===== src/rtl/afm_pkg.sv =====
// Shared constants, types and codes of the autofocus area coordinate mapper.
package afm_pkg;

   localparam int CFG_W         = 13;
   localparam int COORD_W       = 11;
   localparam int PIX_W         = 16;
   localparam int SLOT_W        = 3;
   localparam int CNT_W         = 3;
   localparam int RATIO_W       = 16;
   localparam int HALF_W        = 12;
   localparam int SC_W          = 18;
   localparam int DIV_W         = 31;
   localparam int MUL_W         = DIV_W;
   localparam int DVSR_W        = 14;
   localparam int RECIP_W       = 13;
   localparam int RECIP_SH      = 16;
   localparam int Q1000_SH      = 39;
   localparam int CSR_ADDR_W    = 2;
   localparam int MAX_AREAS_DEF = 5;

   localparam logic [CFG_W-1:0]   OUT_W_RST  = 13'd2048;
   localparam logic [CFG_W-1:0]   OUT_H_RST  = 13'd1536;
   localparam logic [CFG_W-1:0]   PRV_W_RST  = 13'd2048;
   localparam logic [CFG_W-1:0]   PRV_H_RST  = 13'd1536;
   localparam logic [CFG_W-1:0]   HEIGHT_ODD = 13'd1088;
   localparam logic [CFG_W-1:0]   HEIGHT_STD = 13'd1080;
   localparam logic [RATIO_W-1:0] SCALE      = 16'd1000;
   localparam logic [RECIP_W-1:0] RECIP9     = 13'd7282;
   localparam logic [MUL_W-2:0]   RECIP1000  = 30'd549755814;
   localparam logic [1:0]         LAST_CORNER = 2'd3;

   localparam logic CMD_ADD    = 1'b0;
   localparam logic CMD_COMMIT = 1'b1;

   typedef enum logic [CSR_ADDR_W-1:0] {
      CSR_OUT_WIDTH  = 2'd0,
      CSR_OUT_HEIGHT = 2'd1,
      CSR_PRV_WIDTH  = 2'd2,
      CSR_PRV_HEIGHT = 2'd3
   } csr_idx_type;

   typedef enum logic [2:0] {
      PH_RATIO = 3'b001,
      PH_SCALE = 3'b010,
      PH_PIXEL = 3'b100
   } phase_type;

   typedef logic [3:0][COORD_W-1:0] corners_type;
   typedef logic [3:0][PIX_W-1:0]   pixels_type;

   typedef struct packed {
      logic start;
      logic ack;
   } core_ctl_type;

   typedef struct packed {
      logic                    start;
      logic signed [DIV_W-1:0] dividend;
      logic [DVSR_W-1:0]       divisor;
   } div_req_type;

   typedef struct packed {
      logic                    done;
      logic signed [DIV_W-1:0] quotient;
   } div_rsp_type;

endpackage


===== src/rtl/af_area_coordinate_mapper.sv =====
// Top level of the autofocus area coordinate mapper: channels, registers and area bookkeeping.
//
// Input channel req_*: one transfer per command. req_tuser is the command (add one area or
// commit); req_tdata carries the four normalized edges. Result channel rsp_*: one transfer per
// command, with the slot and mapped edges of an added area, the drop flag, or (rsp_tuser high)
// the active area count of a commit.
// Configuration: csr_we writes csr_wdata to register csr_addr (output width, output height,
// preview width, preview height) in the same clock edge; write only while no command is open.
// Sequence: a commit or a dropped area needs no work in the core; its result is loaded into
// the output register once that register is free. Each edge of a mapped area takes a product
// and a multiply by the reciprocal of 1000 on the shared multiplier, then a sign step, twice.
// A ratio correction adds a product and a division in the shared radix-2 divider. One command
// is worked at a time; req_tready is low from the accepted transfer until its result enters
// the output register.
// Reset (synchronous, active high) restores the default resolutions and empties all slots.
// A stalled receiver holds the result in the output register; the next command is still
// accepted and worked, and its result waits until the output register is free.
module af_area_coordinate_mapper
   import afm_pkg::*;
#(
   parameter int MAX_AREAS = MAX_AREAS_DEF
) (
   input  logic                  clock,
   input  logic                  reset,
   input  logic                  req_tvalid,
   output logic                  req_tready,
   input  logic [47:0]           req_tdata,   // left, top, right, bottom, zero pad
   input  logic                  req_tuser,   // command
   output logic                  rsp_tvalid,
   input  logic                  rsp_tready,
   output logic [71:0]           rsp_tdata,   // area_slot, left_out, top_out, right_out,
                                              // bottom_out, active_areas, dropped, zero pad
   output logic                  rsp_tuser,   // is_commit
   input  logic                  csr_we,
   input  logic [CSR_ADDR_W-1:0] csr_addr,
   input  logic [CFG_W-1:0]      csr_wdata
);

   logic [CFG_W-1:0]  out_width_ff, out_height_ff, prv_width_ff, prv_height_ff;
   logic [CNT_W-1:0]  count_ff, count_in;
   logic              first_zero_ff, first_zero_in;
   logic              busy_ff, busy_in;
   logic              add_ff, add_in;
   logic              commit_ff, commit_in;
   logic              dropped_ff, dropped_in;
   logic [SLOT_W-1:0] slot_ff, slot_in;
   logic [CNT_W-1:0]  active_ff, active_in;
   logic              rsp_valid_ff, rsp_valid_in;
   logic [71:0]       rsp_data_ff, rsp_data_in;
   logic              rsp_user_ff, rsp_user_in;

   logic              accept;
   logic              out_free;
   logic              result_ready;
   logic              load;
   logic              full;
   logic              all_zero;
   corners_type       corners;
   core_ctl_type      core_ctl;
   logic              core_done;
   pixels_type        core_res;
   pixels_type        edges;

   afm_core u_core (
      .clock          (clock),
      .reset          (reset),
      .ctl            (core_ctl),
      .corners        (corners),
      .out_width      (out_width_ff),
      .out_height     (out_height_ff),
      .preview_width  (prv_width_ff),
      .preview_height (prv_height_ff),
      .done           (core_done),
      .res            (core_res)
   );

   always_comb begin
      corners[0] = req_tdata[COORD_W-1:0];
      corners[1] = req_tdata[2*COORD_W-1:COORD_W];
      corners[2] = req_tdata[3*COORD_W-1:2*COORD_W];
      corners[3] = req_tdata[4*COORD_W-1:3*COORD_W];
      all_zero   = (req_tdata[4*COORD_W-1:0] == '0);

      accept       = req_tvalid && req_tready;
      out_free     = !rsp_valid_ff || rsp_tready;
      full         = (count_ff >= CNT_W'(MAX_AREAS));
      result_ready = busy_ff && (!add_ff || core_done);
      load         = result_ready && out_free;

      core_ctl.start = accept && (req_tuser == CMD_ADD) && !full;
      core_ctl.ack   = load && add_ff;

      count_in      = count_ff;
      first_zero_in = first_zero_ff;
      busy_in       = busy_ff;
      add_in        = add_ff;
      commit_in     = commit_ff;
      dropped_in    = dropped_ff;
      slot_in       = slot_ff;
      active_in     = active_ff;

      if (load) begin
         busy_in = 1'b0;
      end

      if (accept) begin
         busy_in    = 1'b1;
         add_in     = 1'b0;
         commit_in  = 1'b0;
         dropped_in = 1'b0;
         slot_in    = '0;
         active_in  = '0;
         if (req_tuser == CMD_COMMIT) begin
            commit_in     = 1'b1;
            active_in     = ((count_ff == CNT_W'(1)) && first_zero_ff) ? '0 : count_ff;
            count_in      = '0;
            first_zero_in = 1'b0;
         end else if (full) begin
            dropped_in = 1'b1;
         end else begin
            add_in   = 1'b1;
            slot_in  = count_ff;
            count_in = count_ff + 1'b1;
            if (count_ff == '0) begin
               first_zero_in = all_zero;
            end
         end
      end

      edges = add_ff ? core_res : '0;

      rsp_valid_in = rsp_valid_ff;
      rsp_data_in  = rsp_data_ff;
      rsp_user_in  = rsp_user_ff;
      if (rsp_tready) begin
         rsp_valid_in = 1'b0;
      end
      if (load) begin
         rsp_valid_in = 1'b1;
         rsp_user_in  = commit_ff;
         rsp_data_in  = {1'b0, dropped_ff, active_ff, edges[3], edges[2], edges[1], edges[0],
                         slot_ff};
      end
   end

   always_ff @(posedge clock) begin
      if (reset) begin
         out_width_ff  <= OUT_W_RST;
         out_height_ff <= OUT_H_RST;
         prv_width_ff  <= PRV_W_RST;
         prv_height_ff <= PRV_H_RST;
         count_ff      <= '0;
         first_zero_ff <= 1'b0;
         busy_ff       <= 1'b0;
         rsp_valid_ff  <= 1'b0;
      end else begin
         if (csr_we) begin
            case (csr_idx_type'(csr_addr))
               CSR_OUT_WIDTH:  out_width_ff  <= csr_wdata;
               CSR_OUT_HEIGHT: out_height_ff <= csr_wdata;
               CSR_PRV_WIDTH:  prv_width_ff  <= csr_wdata;
               CSR_PRV_HEIGHT: prv_height_ff <= csr_wdata;
               default: begin
               end
            endcase
         end
         count_ff      <= count_in;
         first_zero_ff <= first_zero_in;
         busy_ff       <= busy_in;
         rsp_valid_ff  <= rsp_valid_in;
      end
      add_ff      <= add_in;
      commit_ff   <= commit_in;
      dropped_ff  <= dropped_in;
      slot_ff     <= slot_in;
      active_ff   <= active_in;
      rsp_data_ff <= rsp_data_in;
      rsp_user_ff <= rsp_user_in;
   end

   assign req_tready = !busy_ff;
   assign rsp_tvalid = rsp_valid_ff;
   assign rsp_tdata  = rsp_data_ff;
   assign rsp_tuser  = rsp_user_ff;

endmodule


===== src/rtl/afm_div.sv =====
// Radix-2 restoring divider, signed dividend, truncating quotient.
module afm_div
   import afm_pkg::*;
(
   input  logic        clock,
   input  logic        reset,
   input  div_req_type req,
   output div_rsp_type rsp
);

   localparam int MAG_W = DIV_W - 1;
   localparam int ITER_W = $clog2(MAG_W);

   typedef enum logic [2:0] {
      DV_IDLE = 3'b001,
      DV_RUN  = 3'b010,
      DV_DONE = 3'b100
   } dv_state_type;

   dv_state_type      state_ff, state_in;
   logic [DVSR_W-1:0] rem_ff, rem_in;
   logic [MAG_W-1:0]  quo_ff, quo_in;
   logic [DVSR_W-1:0] dvsr_ff, dvsr_in;
   logic [ITER_W-1:0] iter_ff, iter_in;
   logic              neg_ff, neg_in;

   logic [DVSR_W:0]   trial;
   logic [DVSR_W:0]   diff;
   logic              fits;
   logic [DIV_W-1:0]  mag_full;

   always_comb begin
      trial    = {rem_ff, quo_ff[MAG_W-1]};
      diff     = trial - {1'b0, dvsr_ff};
      fits     = trial >= {1'b0, dvsr_ff};
      mag_full = req.dividend[DIV_W-1] ? -req.dividend : req.dividend;

      state_in = state_ff;
      rem_in   = rem_ff;
      quo_in   = quo_ff;
      dvsr_in  = dvsr_ff;
      iter_in  = iter_ff;
      neg_in   = neg_ff;

      case (state_ff)
         DV_IDLE: begin
            if (req.start) begin
               neg_in   = req.dividend[DIV_W-1];
               quo_in   = mag_full[MAG_W-1:0];
               rem_in   = '0;
               dvsr_in  = req.divisor;
               iter_in  = '0;
               state_in = DV_RUN;
            end
         end
         DV_RUN: begin
            rem_in  = fits ? diff[DVSR_W-1:0] : trial[DVSR_W-1:0];
            quo_in  = {quo_ff[MAG_W-2:0], fits};
            iter_in = iter_ff + 1'b1;
            if (iter_ff == ITER_W'(MAG_W - 1)) begin
               state_in = DV_DONE;
            end
         end
         DV_DONE: begin
            state_in = DV_IDLE;
         end
         default: begin
            state_in = DV_IDLE;
         end
      endcase
   end

   always_ff @(posedge clock) begin
      if (reset) begin
         state_ff <= DV_IDLE;
      end else begin
         state_ff <= state_in;
      end
      rem_ff  <= rem_in;
      quo_ff  <= quo_in;
      dvsr_ff <= dvsr_in;
      iter_ff <= iter_in;
      neg_ff  <= neg_in;
   end

   assign rsp.done     = (state_ff == DV_DONE);
   assign rsp.quotient = neg_ff ? -$signed({1'b0, quo_ff}) : $signed({1'b0, quo_ff});

endmodule


===== src/rtl/afm_core.sv =====
// Sequencer with shared multiplier and divider that maps the four corners of one area.
module afm_core
   import afm_pkg::*;
(
   input  logic             clock,
   input  logic             reset,
   input  core_ctl_type     ctl,
   input  corners_type      corners,
   input  logic [CFG_W-1:0] out_width,
   input  logic [CFG_W-1:0] out_height,
   input  logic [CFG_W-1:0] preview_width,
   input  logic [CFG_W-1:0] preview_height,
   output logic             done,
   output pixels_type       res
);

   typedef enum logic [7:0] {
      ST_IDLE = 8'b00000001,
      ST_PREP = 8'b00000010,
      ST_MUL  = 8'b00000100,
      ST_REC  = 8'b00001000,
      ST_SGN  = 8'b00010000,
      ST_DST  = 8'b00100000,
      ST_DWT  = 8'b01000000,
      ST_DONE = 8'b10000000
   } state_type;

   state_type               state_ff, state_in;
   phase_type               phase_ff, phase_in;
   corners_type             corners_ff, corners_in;
   logic [RATIO_W-1:0]      xr_ff, xr_in;
   logic [RATIO_W-1:0]      yr_ff, yr_in;
   logic [1:0]              idx_ff, idx_in;
   logic signed [DIV_W-1:0] prod_ff, prod_in;
   logic signed [SC_W-1:0]  scaled_ff, scaled_in;
   logic [SC_W-1:0]         rq_ff, rq_in;
   pixels_type              res_ff, res_in;
   logic [CFG_W-1:0]        base_ff, base_in;
   logic [DVSR_W-1:0]       dvsr_ff, dvsr_in;
   logic                    tgt_y_ff, tgt_y_in;

   logic [CFG_W-1:0]            yo_adj;
   logic [CFG_W-1:0]            ph_adj;
   logic [CFG_W-1:0]            xo_34;
   logic [CFG_W-1:0]            pw_34;
   logic [CFG_W-1:0]            pw_916;
   logic [CFG_W+RECIP_W-1:0]    ph_recip;
   logic [DVSR_W-1:0]           d_a;
   logic [DVSR_W-1:0]           d_c;
   logic                        cond_a;
   logic                        cond_b;
   logic                        cond_c;
   logic [HALF_W-1:0]           half;
   logic [COORD_W-1:0]          coord;
   logic signed [SC_W-1:0]      pix_base;
   logic [DIV_W-1:0]            prod_mag;
   logic signed [SC_W-1:0]      sval;
   logic signed [MUL_W-1:0]     mul_a;
   logic [MUL_W-2:0]            mul_b;
   logic signed [2*MUL_W-1:0]   mul_p;
   div_req_type                 div_req;
   div_rsp_type                 div_rsp;

   afm_div u_div (
      .clock (clock),
      .reset (reset),
      .req   (div_req),
      .rsp   (div_rsp)
   );

   always_comb begin
      yo_adj   = (out_height == HEIGHT_ODD) ? HEIGHT_STD : out_height;
      ph_adj   = (preview_height == HEIGHT_ODD) ? HEIGHT_STD : preview_height;
      xo_34    = {2'b00, out_width[CFG_W-1:2]} + {1'b0, out_width[CFG_W-1:2], 1'b0};
      pw_34    = {2'b00, preview_width[CFG_W-1:2]} + {1'b0, preview_width[CFG_W-1:2], 1'b0};
      pw_916   = {4'b0000, preview_width[CFG_W-1:4]} + {1'b0, preview_width[CFG_W-1:4], 3'b000};
      ph_recip = ph_adj * RECIP9;
      d_a      = {1'b0, pw_34};
      d_c      = {ph_recip[RECIP_SH+DVSR_W-5:RECIP_SH], 4'b0000};
      cond_a   = (xo_34 == yo_adj);
      cond_b   = (pw_916 == ph_adj);
      cond_c   = (pw_34 == ph_adj);
      half     = idx_ff[0] ? yo_adj[CFG_W-1:1] : out_width[CFG_W-1:1];
      coord    = corners_ff[idx_ff];
      pix_base = scaled_ff + $signed({{(SC_W-RATIO_W){1'b0}}, SCALE});
      prod_mag = prod_ff[DIV_W-1] ? -prod_ff : prod_ff;
      sval     = prod_ff[DIV_W-1] ? -$signed(rq_ff) : $signed(rq_ff);

      if (state_ff == ST_REC) begin
         mul_a = $signed(prod_mag);
         mul_b = RECIP1000;
      end else begin
         case (phase_ff)
            PH_RATIO: begin
               mul_a = $signed({{(MUL_W-CFG_W){1'b0}}, base_ff});
               mul_b = {{(MUL_W-1-RATIO_W){1'b0}}, SCALE};
            end
            PH_SCALE: begin
               mul_a = $signed({{(MUL_W-COORD_W){coord[COORD_W-1]}}, coord});
               mul_b = {{(MUL_W-1-RATIO_W){1'b0}}, (idx_ff[0] ? yr_ff : xr_ff)};
            end
            PH_PIXEL: begin
               mul_a = $signed({{(MUL_W-SC_W){pix_base[SC_W-1]}}, pix_base});
               mul_b = {{(MUL_W-1-HALF_W){1'b0}}, half};
            end
            default: begin
               mul_a = '0;
               mul_b = '0;
            end
         endcase
      end
      mul_p = mul_a * $signed({1'b0, mul_b});

      div_req.start    = (state_ff == ST_DST);
      div_req.dividend = prod_ff;
      div_req.divisor  = dvsr_ff;

      state_in   = state_ff;
      phase_in   = phase_ff;
      corners_in = corners_ff;
      xr_in      = xr_ff;
      yr_in      = yr_ff;
      idx_in     = idx_ff;
      prod_in    = prod_ff;
      scaled_in  = scaled_ff;
      rq_in      = rq_ff;
      res_in     = res_ff;
      base_in    = base_ff;
      dvsr_in    = dvsr_ff;
      tgt_y_in   = tgt_y_ff;

      case (state_ff)
         ST_IDLE: begin
            if (ctl.start) begin
               corners_in = corners;
               state_in   = ST_PREP;
            end
         end
         ST_PREP: begin
            xr_in    = SCALE;
            yr_in    = SCALE;
            idx_in   = '0;
            state_in = ST_MUL;
            phase_in = PH_SCALE;
            if (cond_a) begin
               if (cond_b && (d_a != '0)) begin
                  phase_in = PH_RATIO;
                  base_in  = ph_adj;
                  dvsr_in  = d_a;
                  tgt_y_in = 1'b1;
               end
            end else if (cond_c && (d_c != '0)) begin
               phase_in = PH_RATIO;
               base_in  = preview_width;
               dvsr_in  = d_c;
               tgt_y_in = 1'b0;
            end
         end
         ST_MUL: begin
            prod_in = mul_p[DIV_W-1:0];
            if (phase_ff == PH_RATIO) begin
               state_in = ST_DST;
            end else begin
               state_in = ST_REC;
            end
         end
         ST_REC: begin
            rq_in    = mul_p[Q1000_SH+SC_W-1:Q1000_SH];
            state_in = ST_SGN;
         end
         ST_SGN: begin
            state_in = ST_MUL;
            case (phase_ff)
               PH_SCALE: begin
                  scaled_in = sval;
                  phase_in  = PH_PIXEL;
               end
               PH_PIXEL: begin
                  res_in[idx_ff] = sval[PIX_W-1:0];
                  phase_in       = PH_SCALE;
                  if (idx_ff == LAST_CORNER) begin
                     state_in = ST_DONE;
                  end else begin
                     idx_in = idx_ff + 1'b1;
                  end
               end
               default: begin
                  phase_in = PH_SCALE;
               end
            endcase
         end
         ST_DST: begin
            state_in = ST_DWT;
         end
         ST_DWT: begin
            if (div_rsp.done) begin
               state_in = ST_MUL;
               phase_in = PH_SCALE;
               if (tgt_y_ff) begin
                  yr_in = div_rsp.quotient[RATIO_W-1:0];
               end else begin
                  xr_in = div_rsp.quotient[RATIO_W-1:0];
               end
            end
         end
         ST_DONE: begin
            if (ctl.ack) begin
               state_in = ST_IDLE;
            end
         end
         default: begin
            state_in = ST_IDLE;
         end
      endcase
   end

   always_ff @(posedge clock) begin
      if (reset) begin
         state_ff <= ST_IDLE;
         phase_ff <= PH_SCALE;
      end else begin
         state_ff <= state_in;
         phase_ff <= phase_in;
      end
      corners_ff <= corners_in;
      xr_ff      <= xr_in;
      yr_ff      <= yr_in;
      idx_ff     <= idx_in;
      prod_ff    <= prod_in;
      scaled_ff  <= scaled_in;
      rq_ff      <= rq_in;
      res_ff     <= res_in;
      base_ff    <= base_in;
      dvsr_ff    <= dvsr_in;
      tgt_y_ff   <= tgt_y_in;
   end

   assign done = (state_ff == ST_DONE);
   assign res  = res_ff;

endmodule

===== config.mk =====
export PLATFORM = sky130hd
export DESIGN_NAME = af_area_coordinate_mapper
export DESIGN_NICKNAME = d
export VERILOG_FILES = /design/src/rtl/afm_pkg.sv /design/src/rtl/af_area_coordinate_mapper.sv /design/src/rtl/afm_div.sv /design/src/rtl/afm_core.sv
export SDC_FILE = /design/constraint.sdc
export NUM_CORES = 2
export LEC_CHECK = 0
export BUFFER_PORTS_ARGS = -buffer_cell sky130_fd_sc_hd__buf_2
export CORE_AREA = 2 2 220 330
export CTS_BUF_LIST = sky130_fd_sc_hd__clkbuf_16
export CTS_CLUSTER_SIZE = 25
export DETAILED_ROUTE_END_ITERATION = 6
export DIE_AREA = 0 0 222 332
export PLACE_DENSITY = 0.89
export SYNTH_ARGS = -nofsm -noshare
export SYNTH_HDL_FRONTEND = slang
export SYNTH_SLANG_ARGS = --single-unit

===== constraint.sdc =====
create_clock -name clock -period 30.5 [get_ports clock]
set_input_delay 3.05 -clock clock [delete_from_list [all_inputs] [get_ports clock]]
set_output_delay 3.05 -clock clock [all_outputs]
set_load 0.05 [all_outputs]

==> flow_summary.ini <==
[global_routing]
grt_max_degree = 80
antenna_found_initial = 4
grt_pass1_vias = 38773
grt_overflow = 0
grt_usage_pct = 36.7
grt_pass1_wl_um = 207000

[critical_path]
end_kind = flip-flop
path_class = flip-flop to flip-flop
critPathMaxFanout = 43
timing.critical_path.mode_cell = fa_1
critPathRequiredTime_ns = 30.85
worstSetupStartpointType = flip-flop
max_stage_delay_ns = 1.28
slowest_stage = a21oi_1
cp.arrival_ns = 12.11

[yosys]
synth_fp_nets = 5862
yosysWarnings = 0
seq_area_frac_synth_pct = 27.4
yosysMostFrequentCell = inv_1
yosys-top-cells-area = fa_1 28%, edfxtp_1 24%, ha_1 11%
synth-seq-cells = 453
synth_top_area_share_pct = 27.7
synth-edff-count = 382
synth.distinct_cells = 82
async_flop_share_pct = 0
synth_area_per_cell_um2 = 9.96
synthTopCellsByCount = 932 x inv_1, 651 x fa_1, 448 x nor2_1
yosysTopAreaCell = fa_1
syn_area_um2 = 47100
synth_ff_type = edfxtp_1
synthCells = 4731

[run]
drv_cap = 1

[die]
initial_utilization_pct = 66.4
core.rowCount = 120
num_io_pins = 144
core_um2 = 71000
die_h_um = 332
die_x_um = 222
die_area_um2 = 73700

[routing]
via_count = 35782
drt-wirelength-per-cell_um = 22.9
wl_um = 132000
dr.first_iter.drc_count = 3299
drc = 0
ant_nets = 0
vias_per_cell = 6.20
drtPass1Iterations = 6

[timing]
fmax_ghz = 0.0850
drv_slew = 10
setup_ws_ns = 18.74
setup_viol = 0
finalWorstPathRequiredPeriod_ns = 11.76
rsz0062_at_grt = no
setup_tns_ns = 0
fin_worst_skew_ns = 0.0280
finalHoldViolations = 0
fin_crit_sh_pct = 38.6
max-slew-margin-rel_pct = -3.76
worstMarginPinSlew_ns = 1.56

[cts]
cts_buffers = 44
cts_setup_buffers = 0
cts_max_level = 2
path_clk_slew_ns = 0.08
ctsHoldBuffers = 0
root_buffer = clkbuf_16
cts_resized = 0
cts_max_path_buffers = 3
cts_tree = done
clkLatencyLatePin_ns = 0.60
cts_num_sinks = 453

[final_layout]
fin_nets = 5949
drive_above_1_share_pct = 7.40
area_growth_pct = 6.81

[placed_design]
hpwl_um = 101000
routabilityCongestion = 0.992
port_buffers = 138
pre_cts_slack_ns = 19.11

[run_status]
status = finished, violations left
violations = max-capacitance violations, max-slew violations

[min_path]
hp-class = flip-flop to flip-flop
cell families after synthesis:
kind of cell,Yosys count,synth area share [%]
compound gates,571,7.50
flops,453,27.4
simple gates,1307,12.9
other cells,1,0.00796
mux,47,1.31
xor+xnor,191,3.55
buf+inv,1099,8.83
fa+ha+maj,1062,38.6
sequential cells by signal (all words and copies together), names as in the netlist, 14 cells and up:
| signal | cells |
|---|---|
| u_core.xr_ff | 16 |
| u_core.u_div.quo_ff | 30 |
| u_core.corners_ff | 44 |
| u_core.scaled_ff | 18 |
| rsp_tdata | 71 |
| u_core.prod_ff | 31 |
| u_core.rq_ff | 18 |
| u_core.yr_ff | 16 |
| u_core.u_div.dvsr_ff | 14 |
| u_core.dvsr_ff | 14 |
| u_core.u_div.rem_ff | 14 |
| u_core.res | 64 |
placed cells by master (no fill, tap or decap), types with 15 or more instances in the layout:
cell / n
buf_2: 138
or3_1: 20
fa_1: 651
a211oi_1: 19
nand4_1: 18
nand3_1: 63
xnor2_1: 116
dfxtp_1: 71
nand3b_1: 15
nor2b_1: 40
xor2_1: 75
inv_1: 939
and2_1: 84
buf_4: 61
or2_2: 24
nor2_1: 442
nor4_1: 23
nor3_1: 42
clkbuf_16: 45
o21ai_0: 131
a21o_1: 54
o21bai_1: 20
edfxtp_1: 382
and3_1: 20
o22ai_1: 17
ha_1: 411
a21oi_1: 187
nand2b_1: 47
mux2i_1: 28
o31ai_1: 35
nand2_1: 404
layout make-up:
class                           instances  area [um2]
Inverter                              941        3530
Antenna cell                            2        5.00
Fill cell                            4660       20700
Clock buffer                           45        1130
Multi-Input combinational cell       3179       30200
Timing Repair Buffer                  199        1150
Clock inverter                         36         275
Sequential cell                       453       12900
Tap cell                              915        1140
stage by stage:
stage               instance area (um2)  cells  utilization [%]  hold WS [ns]
floorplan                         47100   4731                -         0.400
global placement                  48900   5687             68.9         0.400
detailed placement                48900   5687             68.9         0.405
CTS                               50300   5768             70.9         0.419
global route                      50300   5769             70.9         0.419
finish                            50300   5770             70.9         0.418
worst max-delay path, delay by kind of cell (launching register included):
family          cells  cell delay [ns]
flops               1             0.34
simple gates        6             1.26
compound gates      7             3.60
buf+inv             5             0.86
mux                 1             0.62
xor+xnor            1             0.18
fa+ha+maj           9             4.63
per-layer routing:
layer / share of wire [%] / up-vias / global-route usage (%)
met5: 0.025 / - / 0
met4: 11 / 4 / 32.8
met3: 8.2 / 849 / 7.35
met2: 49 / 2154 / 62.7
met1: 31 / 17427 / 38.3
li1: - / 15348 / -
worst paths after layout:
| kind | from | endpoint | slack, ns | cells after the start |
|---|---|---|---|---|
| worst min-delay path | slot_ff[1] | rsp_tdata[1] | 0.42 | 0 |
| worst max register to register | u_core.idx_ff[0] | u_core.rq_ff[15] | 18.74 | 29 |
| worst max-delay path | u_core.idx_ff[0] | u_core.rq_ff[15] | 18.74 | 29 |
| worst min register to register | slot_ff[1] | rsp_tdata[1] | 0.42 | 0 |
Power is left out: the tool's default activity adds up to more than one toggle a clock period on the data nets, which glitch-free logic cannot reach.
